File: src/sv/tdf_pkg.sv
// shared constants and control types of the trial division factorizer
`timescale 1ns / 1ps

package tdf_pkg;

   localparam int VALUE_WIDTH_DEF = 31;
   localparam int MAX_RESULTS     = 31;
   localparam int SMALL_LIMIT     = 5;
   localparam int COUNT_W         = $clog2(MAX_RESULTS);

   // commands from the controller to the datapath
   typedef struct packed {
      logic load;
      logic emit_small;
      logic emit_final;
      logic div_start;
      logic div_step;
      logic commit;
      logic advance;
   } dp_cmd_type;

   // status from the datapath to the controller
   typedef struct packed {
      logic is_small;
      logic past_root;
      logic at_limit;
      logic div_done;
      logic rem_zero;
      logic quot_one;
   } dp_status_type;

endpackage

File: src/sv/tdf_datapath.sv
// datapath: cofactor, trial divisor, its square, bit-serial divider and result register
`timescale 1ns / 1ps

module tdf_datapath #(
   parameter int VALUE_WIDTH = tdf_pkg::VALUE_WIDTH_DEF
) (
   input  logic                   clock,
   input  logic                   reset,
   input  tdf_pkg::dp_cmd_type    cmd,
   output tdf_pkg::dp_status_type status,
   input  logic [VALUE_WIDTH-1:0] req_value,
   output logic                   rsp_valid,
   output logic [VALUE_WIDTH-1:0] rsp_factor,
   output logic                   rsp_last
);
   import tdf_pkg::*;

   localparam int STEP_W = $clog2(VALUE_WIDTH + 1);

   logic [VALUE_WIDTH-1:0] quot_ff, quot_in;
   logic [VALUE_WIDTH-1:0] div_ff, div_in;
   logic [VALUE_WIDTH:0]   sq_ff, sq_in;
   logic [COUNT_W-1:0]     cnt_ff, cnt_in;
   logic [VALUE_WIDTH-1:0] acc_ff, acc_in;
   logic [VALUE_WIDTH-1:0] rem_ff, rem_in;
   logic [STEP_W-1:0]      step_ff, step_in;
   logic                   rsp_valid_ff, rsp_valid_in;
   logic [VALUE_WIDTH-1:0] rsp_factor_ff, rsp_factor_in;
   logic                   rsp_last_ff, rsp_last_in;

   logic [VALUE_WIDTH:0]   trial;
   logic [VALUE_WIDTH:0]   diff;
   logic                   fits;

   // one restoring division step: bring down the next dividend bit
   assign trial = {rem_ff, acc_ff[VALUE_WIDTH-1]};
   assign diff  = trial - {1'b0, div_ff};
   assign fits  = (trial >= {1'b0, div_ff});

   assign status.is_small  = (req_value <= VALUE_WIDTH'(SMALL_LIMIT));
   assign status.past_root = (sq_ff > {1'b0, quot_ff});
   assign status.at_limit  = (cnt_ff == COUNT_W'(MAX_RESULTS - 1));
   assign status.div_done  = (step_ff == '0);
   assign status.rem_zero  = (rem_ff == '0);
   assign status.quot_one  = (acc_ff == VALUE_WIDTH'(1));

   always_comb begin
      quot_in       = quot_ff;
      div_in        = div_ff;
      sq_in         = sq_ff;
      cnt_in        = cnt_ff;
      acc_in        = acc_ff;
      rem_in        = rem_ff;
      step_in       = step_ff;
      rsp_valid_in  = 1'b0;
      rsp_factor_in = rsp_factor_ff;
      rsp_last_in   = rsp_last_ff;

      if (cmd.load) begin
         quot_in = req_value;
         div_in  = VALUE_WIDTH'(2);
         sq_in   = (VALUE_WIDTH + 1)'(4);
         cnt_in  = '0;
      end
      if (cmd.emit_small) begin
         rsp_valid_in  = 1'b1;
         rsp_factor_in = req_value;
         rsp_last_in   = 1'b1;
      end
      if (cmd.emit_final) begin
         rsp_valid_in  = 1'b1;
         rsp_factor_in = quot_ff;
         rsp_last_in   = 1'b1;
      end
      if (cmd.div_start) begin
         acc_in  = quot_ff;
         rem_in  = '0;
         step_in = STEP_W'(VALUE_WIDTH);
      end
      if (cmd.div_step) begin
         acc_in  = {acc_ff[VALUE_WIDTH-2:0], fits};
         rem_in  = fits ? diff[VALUE_WIDTH-1:0] : trial[VALUE_WIDTH-1:0];
         step_in = step_ff - STEP_W'(1);
      end
      if (cmd.commit) begin
         quot_in       = acc_ff;
         cnt_in        = cnt_ff + COUNT_W'(1);
         rsp_valid_in  = 1'b1;
         rsp_factor_in = div_ff;
         rsp_last_in   = status.quot_one;
      end
      if (cmd.advance) begin
         // (d+1)^2 = d^2 + 2d + 1
         div_in = div_ff + VALUE_WIDTH'(1);
         sq_in  = sq_ff + {div_ff, 1'b1};
      end
   end

   always_ff @(posedge clock) begin
      if (reset) begin
         rsp_valid_ff <= 1'b0;
      end else begin
         rsp_valid_ff <= rsp_valid_in;
      end
      quot_ff       <= quot_in;
      div_ff        <= div_in;
      sq_ff         <= sq_in;
      cnt_ff        <= cnt_in;
      acc_ff        <= acc_in;
      rem_ff        <= rem_in;
      step_ff       <= step_in;
      rsp_factor_ff <= rsp_factor_in;
      rsp_last_ff   <= rsp_last_in;
   end

   assign rsp_valid  = rsp_valid_ff;
   assign rsp_factor = rsp_factor_ff;
   assign rsp_last   = rsp_last_ff;

   a_rem_below_divisor: assert property (@(posedge clock) disable iff (reset)
      cmd.commit || cmd.advance |-> rem_ff < div_ff)
      else $error("division remainder not below divisor");

   a_count_bound: assert property (@(posedge clock) disable iff (reset)
      cmd.commit |-> cnt_ff < COUNT_W'(MAX_RESULTS - 1))
      else $error("factor emitted past the result limit");

   a_advance_only_on_miss: assert property (@(posedge clock) disable iff (reset)
      cmd.advance |-> !status.rem_zero && !cmd.commit)
      else $error("divisor advanced although it divides the cofactor");

endmodule

File: src/sv/tdf_ctrl.sv
// controller: sequences check, divide and resolve for each trial divisor
`timescale 1ns / 1ps

module tdf_ctrl (
   input  logic                   clock,
   input  logic                   reset,
   input  logic                   start,
   output logic                   busy,
   output tdf_pkg::dp_cmd_type    cmd,
   input  tdf_pkg::dp_status_type status
);
   import tdf_pkg::*;

   typedef enum logic [1:0] {
      ST_IDLE,
      ST_CHECK,
      ST_DIVIDE,
      ST_RESOLVE
   } state_type;

   state_type state_ff, state_in;
   logic      busy_ff;

   always_comb begin
      state_in = state_ff;
      cmd      = '0;
      unique case (state_ff)
         ST_IDLE: begin
            if (start) begin
               cmd.load = 1'b1;
               if (status.is_small) begin
                  cmd.emit_small = 1'b1;
               end else begin
                  state_in = ST_CHECK;
               end
            end
         end
         ST_CHECK: begin
            // past the square root the cofactor is prime; at the result limit it is emitted as is
            if (status.past_root || status.at_limit) begin
               cmd.emit_final = 1'b1;
               state_in       = ST_IDLE;
            end else begin
               cmd.div_start = 1'b1;
               state_in      = ST_DIVIDE;
            end
         end
         ST_DIVIDE: begin
            if (status.div_done) begin
               state_in = ST_RESOLVE;
            end else begin
               cmd.div_step = 1'b1;
            end
         end
         ST_RESOLVE: begin
            if (status.rem_zero) begin
               cmd.commit = 1'b1;
               state_in   = status.quot_one ? ST_IDLE : ST_CHECK;
            end else begin
               cmd.advance = 1'b1;
               state_in    = ST_CHECK;
            end
         end
         default: begin
            state_in = ST_IDLE;
         end
      endcase
   end

   always_ff @(posedge clock) begin
      if (reset) begin
         state_ff <= ST_IDLE;
         busy_ff  <= 1'b0;
      end else begin
         state_ff <= state_in;
         busy_ff  <= (state_in != ST_IDLE);
      end
   end

   assign busy = busy_ff;

   a_busy_tracks_state: assert property (@(posedge clock) disable iff (reset)
      busy == (state_ff != ST_IDLE))
      else $error("busy out of step with controller state");

   a_load_only_idle: assert property (@(posedge clock) disable iff (reset)
      cmd.load |-> state_ff == ST_IDLE && start)
      else $error("load outside an accepted transfer");

   a_divide_then_resolve: assert property (@(posedge clock) disable iff (reset)
      state_ff == ST_DIVIDE && status.div_done |=> state_ff == ST_RESOLVE)
      else $error("division finished without resolve");

endmodule

File: src/sv/trial_division_factorizer.sv
// top level of the trial division factorizer
// Usage: drive req_value and pulse start; the value is taken at a clock edge with
// start high and busy low. Prime factors then come out in ascending order, repeats
// included, one per rsp_valid strobe, each shown with rsp_valid high for one cycle;
// rsp_last marks the final factor. Values of 5 or less come back unchanged as one
// final result the cycle after the transfer, and busy stays low for them.
// Timing: each trial division is a bound check, then the bit-serial restoring
// divider, then a resolve step; a found factor costs the same and appears the
// cycle after its resolve step. All trial divisions run one after another on the
// shared divider; a prime input walks every divisor up to its square root.
// Busy drops in the cycle the final result is shown, so the next transfer can
// follow at once. Results cannot be held off by the receiver: it must take each
// strobe as it comes. Synchronous reset returns the controller to idle and drops
// any result in flight; at most 31 results are produced per value, the last one
// carrying the remaining cofactor.
`timescale 1ns / 1ps

module trial_division_factorizer #(
   parameter int VALUE_WIDTH = tdf_pkg::VALUE_WIDTH_DEF
) (
   input  logic                   clock,
   input  logic                   reset,
   input  logic                   start,
   output logic                   busy,
   input  logic [VALUE_WIDTH-1:0] req_value,
   output logic                   rsp_valid,
   output logic [VALUE_WIDTH-1:0] rsp_factor,
   output logic                   rsp_last
);
   import tdf_pkg::*;

   dp_cmd_type    cmd;
   dp_status_type status;

   tdf_ctrl u_ctrl (
      .clock  (clock),
      .reset  (reset),
      .start  (start),
      .busy   (busy),
      .cmd    (cmd),
      .status (status)
   );

   tdf_datapath #(
      .VALUE_WIDTH (VALUE_WIDTH)
   ) u_datapath (
      .clock      (clock),
      .reset      (reset),
      .cmd        (cmd),
      .status     (status),
      .req_value  (req_value),
      .rsp_valid  (rsp_valid),
      .rsp_factor (rsp_factor),
      .rsp_last   (rsp_last)
   );

   a_inner_result_while_busy: assert property (@(posedge clock) disable iff (reset)
      rsp_valid && !rsp_last |-> busy)
      else $error("non-final result outside an item");

   a_end_shows_last: assert property (@(posedge clock) disable iff (reset)
      !$past(reset) && $fell(busy) |-> rsp_valid && rsp_last)
      else $error("item ended without a final result");

   a_busy_rises_on_transfer: assert property (@(posedge clock) disable iff (reset)
      $rose(busy) |-> $past(start && !busy))
      else $error("busy raised without a transfer");

endmodule
File: config.mk
export PLATFORM = sky130hd
export DESIGN_NAME = trial_division_factorizer
export DESIGN_NICKNAME = d
export VERILOG_FILES = /design/src/sv/tdf_pkg.sv /design/src/sv/tdf_datapath.sv /design/src/sv/tdf_ctrl.sv /design/src/sv/trial_division_factorizer.sv
export SDC_FILE = /design/constraint.sdc
export NUM_CORES = 1
export LEC_CHECK = 0
export ABC_AREA = 1
export BUFFER_PORTS_ARGS = -buffer_cell sky130_fd_sc_hd__clkbuf_2
export CORE_AREA = 2 2 190 173
export DETAILED_ROUTE_END_ITERATION = 7
export DIE_AREA = 0 0 192 175
export GPL_TIMING_DRIVEN = 0
export PLACE_DENSITY = 0.74
export SYNTH_ARGS = -nofsm -noshare
export SYNTH_HDL_FRONTEND = slang
export SYNTH_SLANG_ARGS = --single-unit
File: constraint.sdc
create_clock -name clock -period 6.4 [get_ports clock]
set_clock_uncertainty 0.05 [all_clocks]
set_input_delay 0.32 -clock clock [delete_from_list [all_inputs] [get_ports clock]]
set_output_delay 0.32 -clock clock [all_outputs]
set_load 0.02 [all_outputs]
==> Word level (Yosys, flattened, before mapping) <==
Cells that the tools add are included.
{ "totals": {"reg_bits": 202, "inputBits": 34, "output_inout_bits": 34, "word_cells": 76} }
{ "op_classes": {"n_addsub": 5, "order_cmp": 3, "n_eq_ne": 5, "muxes": 42, "reduce_logical": 9} }
{ "ops": {"columns": ["op", "count"], "rows": [
  ["$mux 31", 12],
  ["$mux 32", 2],
  ["$add 32x32->32", 1],
  ["$ge 32x31->1", 1],
  ["$gt 32x31->1", 1],
  ["$add 31x1->31 const B", 1],
  ["$eq 31x1->1 const B", 1],
  ["$le 31x3->1 const B", 1],
  ["$logic_not 31->1", 1],
  ["$sub 31x31->31", 1],
  ["$mux 5", 4],
  ["$mux 2", 9],
  ["$mux 1", 14],
  ["$pmux 2 s4", 1],
  ["$reduce_bool 2->1", 4],
  ["$add 5x1->5 const B", 1],
  ["$eq 5x5->1 const B", 1],
  ["$logic_not 5->1", 1],
  ["$sub 5x1->5 const B", 1],
  ["$eq 2x2->1 const B", 2],
  ["$reduce_bool 3->1", 1],
  ["$eq 2x1->1 const B", 1],
  ["$logic_not 2->1", 1],
  ["$logic_or 1x1->1", 1]
]} }

==> Depth between registers and ports, before layout <==
Gate-level depths: netlist of the first run.
{ "logic_depth": {"depth_word": 7, "depth_mapped": 20, "ltp_nobuf": 19} }

==> By module <==
A second synthesis of the first run with hierarchy kept.
{ "unflattened": {"cells_unflattened": 1959, "area_unflattened_um2": 14626.5} }
{ "modules_own_cells": {"columns": ["mod", "n_inst", "cells_each", "area_each_um2", "seq_area_each_um2"], "rows": [
  ["tdf_datapath", 1, 1922, 14386.3, 5965.7],
  ["tdf_ctrl", 1, 37, 240.2, 60.1]
]} }

==> Worst setup path after synthesis of the first run <==
OpenSTA, ideal clock, no wires.
{ "synth_path": {"path_type": "register to register", "start": "register u_datapath.sq_ff[27]", "end": "register u_datapath.acc_ff[0] (enable)", "setup_ps": 584, "arrival_ps": 6284, "t_required_ps": 5766, "slack_ps": -518, "stages_incl_launch_ff": 10, "period_less_slack_ps": 6918, "cell_sequence": "edfxtp_1 > ha_1 > nand2_1 > nor4_1 > and2b_1 > nand2_1 > nand2_1 > nand2_2 > buf_2 > o21ai_0"} }
{ "synth_between": {"elab_chain_cells": 5} }
{ "synth_rtl": {"columns": ["element", "line_no", "rtl"], "rows": [
  ["start: declaration", "tdf_datapath.sv:22", "logic [VALUE_WIDTH:0] sq_ff, sq_in;"],
  ["start signal: assignment", "tdf_datapath.sv:107", "sq_ff <= sq_in;"],
  ["$gt 32x31->1", "tdf_datapath.sv:41", "assign status.past_root = (sq_ff > {1'b0, quot_ff});"],
  ["$logic_or 1x1->1", "tdf_ctrl.sv:40", "if (status.past_root || status.at_limit) begin"],
  ["$mux 1", "tdf_ctrl.sv:40", null],
  ["$mux 2", "tdf_ctrl.sv:27", "unique case (state_ff)"],
  ["$reduce_bool 2->1 (no source line)", null, null],
  ["end signal: assignment", "tdf_datapath.sv:109", "acc_ff <= acc_in;"],
  ["end: declaration", "tdf_datapath.sv:24", "logic [VALUE_WIDTH-1:0] acc_ff, acc_in;"]
]} }
Every way passes these cells.
A chain may end at the register's enable or synchronous reset.

==> Worst setup path in the final report of the first run <==
{ "layout_path": {"start": "register u_datapath.rem_ff[24]", "end": "register u_datapath.div_ff[22] (enable)"} }
{ "layout_between": {"elab_chain_cells": 4} }
{ "layout_rtl": {"columns": ["element", "line_no", "rtl"], "rows": [
  ["start: declaration", "tdf_datapath.sv:25", "logic [VALUE_WIDTH-1:0] rem_ff, rem_in;"],
  ["start signal: assignment", "tdf_datapath.sv:110", "rem_ff <= rem_in;"],
  ["$logic_not 31->1", "tdf_datapath.sv:44", "assign status.rem_zero = (rem_ff == '0);"],
  ["$mux 1", "tdf_ctrl.sv:56", "if (status.rem_zero) begin"],
  ["$mux 2", "tdf_ctrl.sv:27", null],
  ["$reduce_bool 2->1 (no source line)", null, null],
  ["end signal: assignment", "tdf_datapath.sv:106", "div_ff <= div_in;"],
  ["end: declaration", "tdf_datapath.sv:21", "logic [VALUE_WIDTH-1:0] div_ff, div_in;"]
]} }
Every way passes these cells.

==> metrics.csv, run 1 <==
metric,value,unit
status,"complete, no violations",
"most common cell after layout, fill and taps aside",nand2_1,
fmax,261,MHz
largest area contributor in the netlist,edfxtp_1,
GRT overflow,0,
P_int,2.64,mW
clock share of power,0.362,
"Primary FF master, synth",edfxtp_1,
asr flop ratio synth,0,
"Critical Path, Cell by Cell",nor4_1 -> nand4_1 -> nor2_1 -> nor2_1 -> inv_1 -> clkbuf_1 -> nand2_4,
I/O Buffers,67,
CP top delay family,simple AND/OR/NAND/NOR gates,
Syn Nets,1907,
Comb power frac,0.212,
HP Class,in -> reg,
vias in the first global route,11900,
Vias,12800,
worst slew pin tran,0.906,ns
largest net degree at the start of global routing,64,
TritonCTS clock tree,built,
Seq pwr share,0.426,
CP bufs+invs,2,
first-pass GRT wire length,63.7,mm
Sw Pwr,1.23,mW
root buf cell,clkbuf_16,
Final HPWL DP,32.6,mm
Crit. End Element,flop,
clock sinks,202,
synthesized area per cell,7.94,um^2
setup_tns,0,ns
post-synthesis register bit count,202,
I/O pin count,68,
worst skew pair latency,0.54,ns
RSZ-0062 raised after global routing,false,
WS Path Type,reg -> reg,
post-layout min period,3.82,ns
Slew headroom,0.394,
routability congestion estimate,0.993,
Max Cap Violations,0,
"Seq/Total Area, Yosys",0.427,
vias per cell,5.57,
clock tree buffer depth,3,
CTS resizes,0,
Initial DRT Pass Iterations,7,
initial antenna violation count,0,
Synth area leaders,"edfxtp_1 (42%), nand2_1 (11%), ha_1 (8.5%)",
Yosys top cell area share,0.422,
diode count,0,
Pwr per Cell Area,244,mW/mm^2
Worst-path clk slew,0.06,ns
"slowest stage cell, crit path",nand2_4,
Max VDD drop,0.195,mV
drt wl/cell,17.9,um
Initial Util,0.446,
setup violators final,0,
Mapped Cells,1775,
CP Max Fanout,63,
initial drt markers,1380,
P_leak,6.97,nW
"EDFF count, synth",198,
Startpoint Class,flop,
Final nets,2003,
Core Area,0.0317,mm^2
"Hold Violations, Final",0,
area grow syn2layout,12.3,%
Total GRT Usage,0.243,
H-tree Lvls,1,
layout cells sized above 1,0.0953,
die area,0.0336,mm^2
"wirelength, routed",41.3,mm
synth warn,0,
critical path data required time,6.41,ns
Worst EP arrival,3.84,ns
drt drc,0,
Final period util,0.598,
# rows,62,
die height,175,um
Netlist Area Pre-Place,0.0141,mm^2
final core occ,0.500,
sw frac,0.317,
Max Slew Vio Count,0,
Crit path largest cell delay,0.65,ns
Fin Hold WS,0.0538,ns
Die W,192,um
most frequent cells in the layout,"nand2_1 (415), inv_1 (235), edfxtp_1 (198), nor2_1 (155), o21ai_0 (139)",
most frequent cell on the critical path,nor2_1,
Post-DRT Antenna Nets,0,
CTS buffer count,24,
post-synth cell types,48,
## stage by stage
step           instances  setup slack [ns]  cell area, um^2  power [mW]
2_1_floorplan       1775              1.30            14100        2.22
3_3_place_gp        2258            -0.810            15000        2.46
3_5_place_dp        2260              2.73            15000        2.47
4_1_cts             2305              2.69            15800        3.87
5_1_grt             2305              2.42            15800        4.03
6_report            2305              2.58            15800        3.87
## tightest hold or removal path, delay by kind of cell
kind	cells	cell delay, ns
buffers and inverters	1	0.10
and+or+nand+nor	1	0.05
AOI/OAI and AO/OA	1	0.06
## per-layer routing
| layer | global-route usage | vias up | routed length [um] |
|---|---|---|---|
| met4 | 0.0614 | 0 | 1040 |
| met2 | 0.388 | 545 | 18300 |
| li1 | - | 6229 | - |
| met1 | 0.353 | 5997 | 18700 |
| met5 | 0 | - | 0 |
| met3 | 0.0257 | 63 | 3190 |
## state kept, by name (all words and copies together) (netlist names), 2 cells and up
name and flops:
u_datapath.sq_ff 32, u_datapath.acc_ff 31, u_datapath.div_ff 31, u_datapath.quot_ff 31, u_datapath.rem_ff 31, u_datapath.rsp_factor 31, u_datapath.cnt_ff 5, u_datapath.step_ff 5
u_ctrl.state_ff 2
## repair_timing
item | CTS | global route
setup endpoints to repair | 0 | 0
hold endpoints to repair | 1 | 0
setup buffers | 0 | 0
hold buffers | 1 | 0
## Yosys cell counts, types with 9 or more instances
cell      number
nand2_1      417
inv_1        235
edfxtp_1     198
nor2_1       155
o21ai_0      140
a21oi_1      133
nand3_1      116
ha_1          96
nor3_1        31
clkbuf_1      29
nand4_1       27
nor4_1        25
xor2_1        23
o21ai_1       21
nand2_2       14
buf_2         10
a21o_1         9
o21bai_1       9
or2_2          9
xnor2_1        9
## power by group through the flow
stage	clock network [mW]	logic [mW]	registers [mW]
after floorplan	0	0.561	1.66
after global placement	0	0.777	1.68
after detailed placement	0	0.802	1.67
after CTS	1.41	0.807	1.65
after global routing	1.46	0.915	1.66
final	1.40	0.819	1.65
## cell type report
cell class | count | area, um^2
timing repair buffer | 70 | 393
clock inverter | 17 | 180
multi-input combinational | 1289 | 6990
tap | 416 | 520
inverter | 240 | 903
sequential | 202 | 6030
buffer | 44 | 211
fill | 3055 | 15800
clock buffer | 27 | 612
## kinds of logic after synthesis
group	count (synthesis)	synth area share
simple gates	818	0.256
flops	202	0.427
xor+xnor	32	0.0199
fa+ha+maj	98	0.0880
buf+inv	284	0.0791
compound gates	341	0.130
## final timing paths
check,start,endpoint,slack (ns),depth (start not counted)
worst max register to register,u_datapath.rem_ff[24],u_datapath.div_ff[22],2.58,7
worst min-delay path,req_value[18],u_datapath.quot_ff[18],0.05,3
worst min register to register,u_datapath.step_ff[0],u_datapath.step_ff[0],0.51,1
worst max-delay path,u_datapath.rem_ff[24],u_datapath.div_ff[22],2.58,7
(Power assumes the default switching activity.)
==> inputs of run 2 (changes only) <==
--- a/config.mk
+++ b/config.mk
@@ -11,7 +11,7 @@
 export DETAILED_ROUTE_END_ITERATION = 7
 export DIE_AREA = 0 0 192 175
 export GPL_TIMING_DRIVEN = 0
-export PLACE_DENSITY = 0.74
+export PLACE_DENSITY = 0.72
 export SYNTH_ARGS = -nofsm -noshare
 export SYNTH_HDL_FRONTEND = slang
 export SYNTH_SLANG_ARGS = --single-unit
==> constraint.sdc (replaced) <==
create_clock -name clock -period 3.88 [get_ports clock]
set_clock_uncertainty 0.05 [all_clocks]
set_input_delay 0.194 -clock clock [delete_from_list [all_inputs] [get_ports clock]]
set_output_delay 0.194 -clock clock [all_outputs]
set_load 0.02 [all_outputs]
==> metrics.csv, run 2 (same netlist as run 1, synthesis figures left out) <==
metric,value,unit
"Hold Violations, Final",0,
initial drt markers,1320,
Max Cap Violations,0,
Vias,13000,
drt wl/cell,17.8,um
worst skew pair latency,0.54,ns
H-tree Lvls,1,
fmax,274,MHz
largest net degree at the start of global routing,64,
Fin Hold WS,0.404,ns
Post-Place Worst Slack,0.182,ns
clock tree buffer depth,3,
Initial DRT Pass Iterations,6,
Final HPWL DP,32.5,mm
root buf cell,clkbuf_16,
initial antenna violation count,0,
clock sinks,202,
Die W,192,um
Startpoint Class,flop,
Max Slew Vio Count,0,
die area,0.0336,mm^2
Max VDD drop,0.293,mV
TritonCTS clock tree,built,
WS Path Type,reg -> reg,
sw frac,0.321,
r2r setup slk,0.22,ns
drt drc,0,
"wirelength, routed",41.6,mm
status,"complete, no violations",
Crit. End Element,flop,
I/O Buffers,67,
Fillers,2992,
"most common cell after layout, fill and taps aside",nand2_1,
Seq pwr share,0.433,
post-layout min period,3.66,ns
Core Area,0.0317,mm^2
area grow syn2layout,14.2,%
Worst-path clk slew,0.06,ns
Initial Util,0.446,
GRT overflow,0,
vias per cell,5.55,
Total GRT Usage,0.245,
worst slew pin tran,0.932,ns
HP Class,in -> reg,
P_leak,7.07,nW
Post-DRT Antenna Nets,0,
Tot Pwr,6.28,mW
Largest register FFs,32,
Comb power frac,0.220,
# rows,62,
critical path data required time,3.96,ns
routability congestion estimate,1.00,
Sw Pwr,2.01,mW
Final nets,2034,
setup violators final,0,
Slew headroom,0.379,
clock share of power,0.347,
Pwr per Cell Area,390,mW/mm^2
Worst EP arrival,3.73,ns
P_int,4.27,mW
CP Max Fanout,63,
Top reg by flops,u_datapath.sq_ff,
vias in the first global route,12200,
die height,175,um
I/O pin count,68,
Final period util,0.942,
RSZ-0062 raised after global routing,false,
diode count,0,
final worst setup slack,0.225,ns
most frequent cells in the layout,"nand2_1 (415), inv_1 (235), edfxtp_1 (198), nor2_1 (155), o21ai_0 (139)",
layout cells sized above 1,0.0923,
first-pass GRT wire length,64.1,mm
CTS buffer count,23,
-- run 2: cell types whose count changed in the layout (fill, tap and decap cells not counted) --
cell / delta
nand2_8: +1
inv_8: -1
dlygate4sd3_1: +32
clkinv_8: -1
inv_16: +1
bufinv_16: -1
clkinv_1: -1
nand2_4: -1
clkinv_2: -1
clkbuf_16: -1
clkinv_4: +1
-- run 2: cell type report --
| type | instances | area (um^2) | area share |
|---|---|---|---|
| plain buffers | 44 | 211 | 0.0131 |
| multi-input cells | 1289 | 7000 | 0.435 |
| repair buffers | 102 | 713 | 0.0443 |
| flip-flops and latches | 202 | 6030 | 0.374 |
| clock buffers | 26 | 587 | 0.0364 |
| inverters | 240 | 903 | 0.0561 |
| well taps | 416 | 520 | 0.0323 |
| clock inverters | 14 | 143 | 0.00886 |
-- run 2: critical path: stages (launching register included) --
cell,delay [ns]
edfxtp_1,0.45
nor4_1,0.39
nand4_1,0.21
nor2_1,0.38
nor2_1,0.22
inv_1,0.37
clkbuf_1,0.64
nand2_8,0.49
-- run 2: metrics by stage --
stage,util,instances,TNS (ns),area [um^2]
after floorplan,-,1775,0,14100
after global placement,0.473,2258,-178.07,15000
after detailed placement,0.475,2260,0,15000
after CTS,0.508,2333,0,16100
after global routing,0.509,2333,0,16100
final,0.509,2333,0,16100
-- run 2: power by group through the flow --
stage / combinational (mW) / sequential [mW] / clock, mW
2_1_floorplan: 0.927 / 2.74 / 0
5_1_grt: 1.54 / 2.73 / 2.27
4_1_cts: 1.36 / 2.72 / 2.20
3_5_place_dp: 1.32 / 2.76 / 0
3_3_place_gp: 1.28 / 2.77 / 0
6_report: 1.38 / 2.72 / 2.18
-- run 2: timing repair --
item                                    in CTS  in global routing
endpoints found under the setup margin       0                 63
buffers inserted                             0                  0
hold endpoints to repair                    35                  0
hold buffers                                33                  0
resized for setup                            0                  1
-- run 2: routing by layer --
metal | part of all wire | up-vias | routed length (um) | track usage
met5 | 0 | - | 0 | 0
met4 | 0.024 | 0 | 1000 | 0.0598
met3 | 0.087 | 59 | 3630 | 0.0237
met2 | 0.44 | 598 | 18400 | 0.389
met1 | 0.45 | 6022 | 18600 | 0.358
li1 | - | 6277 | - | -
-- run 2: path summary, 6_finish.rpt --
kind | startpoint | end | depth (start not counted)
worst max-delay path | u_datapath.rem_ff[0] | u_datapath.div_ff[0] | 7
worst min-delay path | start | u_ctrl.state_ff[0] | 6
worst max register to register | u_datapath.rem_ff[0] | u_datapath.div_ff[0] | 7
worst min register to register | u_datapath.quot_ff[1] | u_datapath.acc_ff[1] | 2
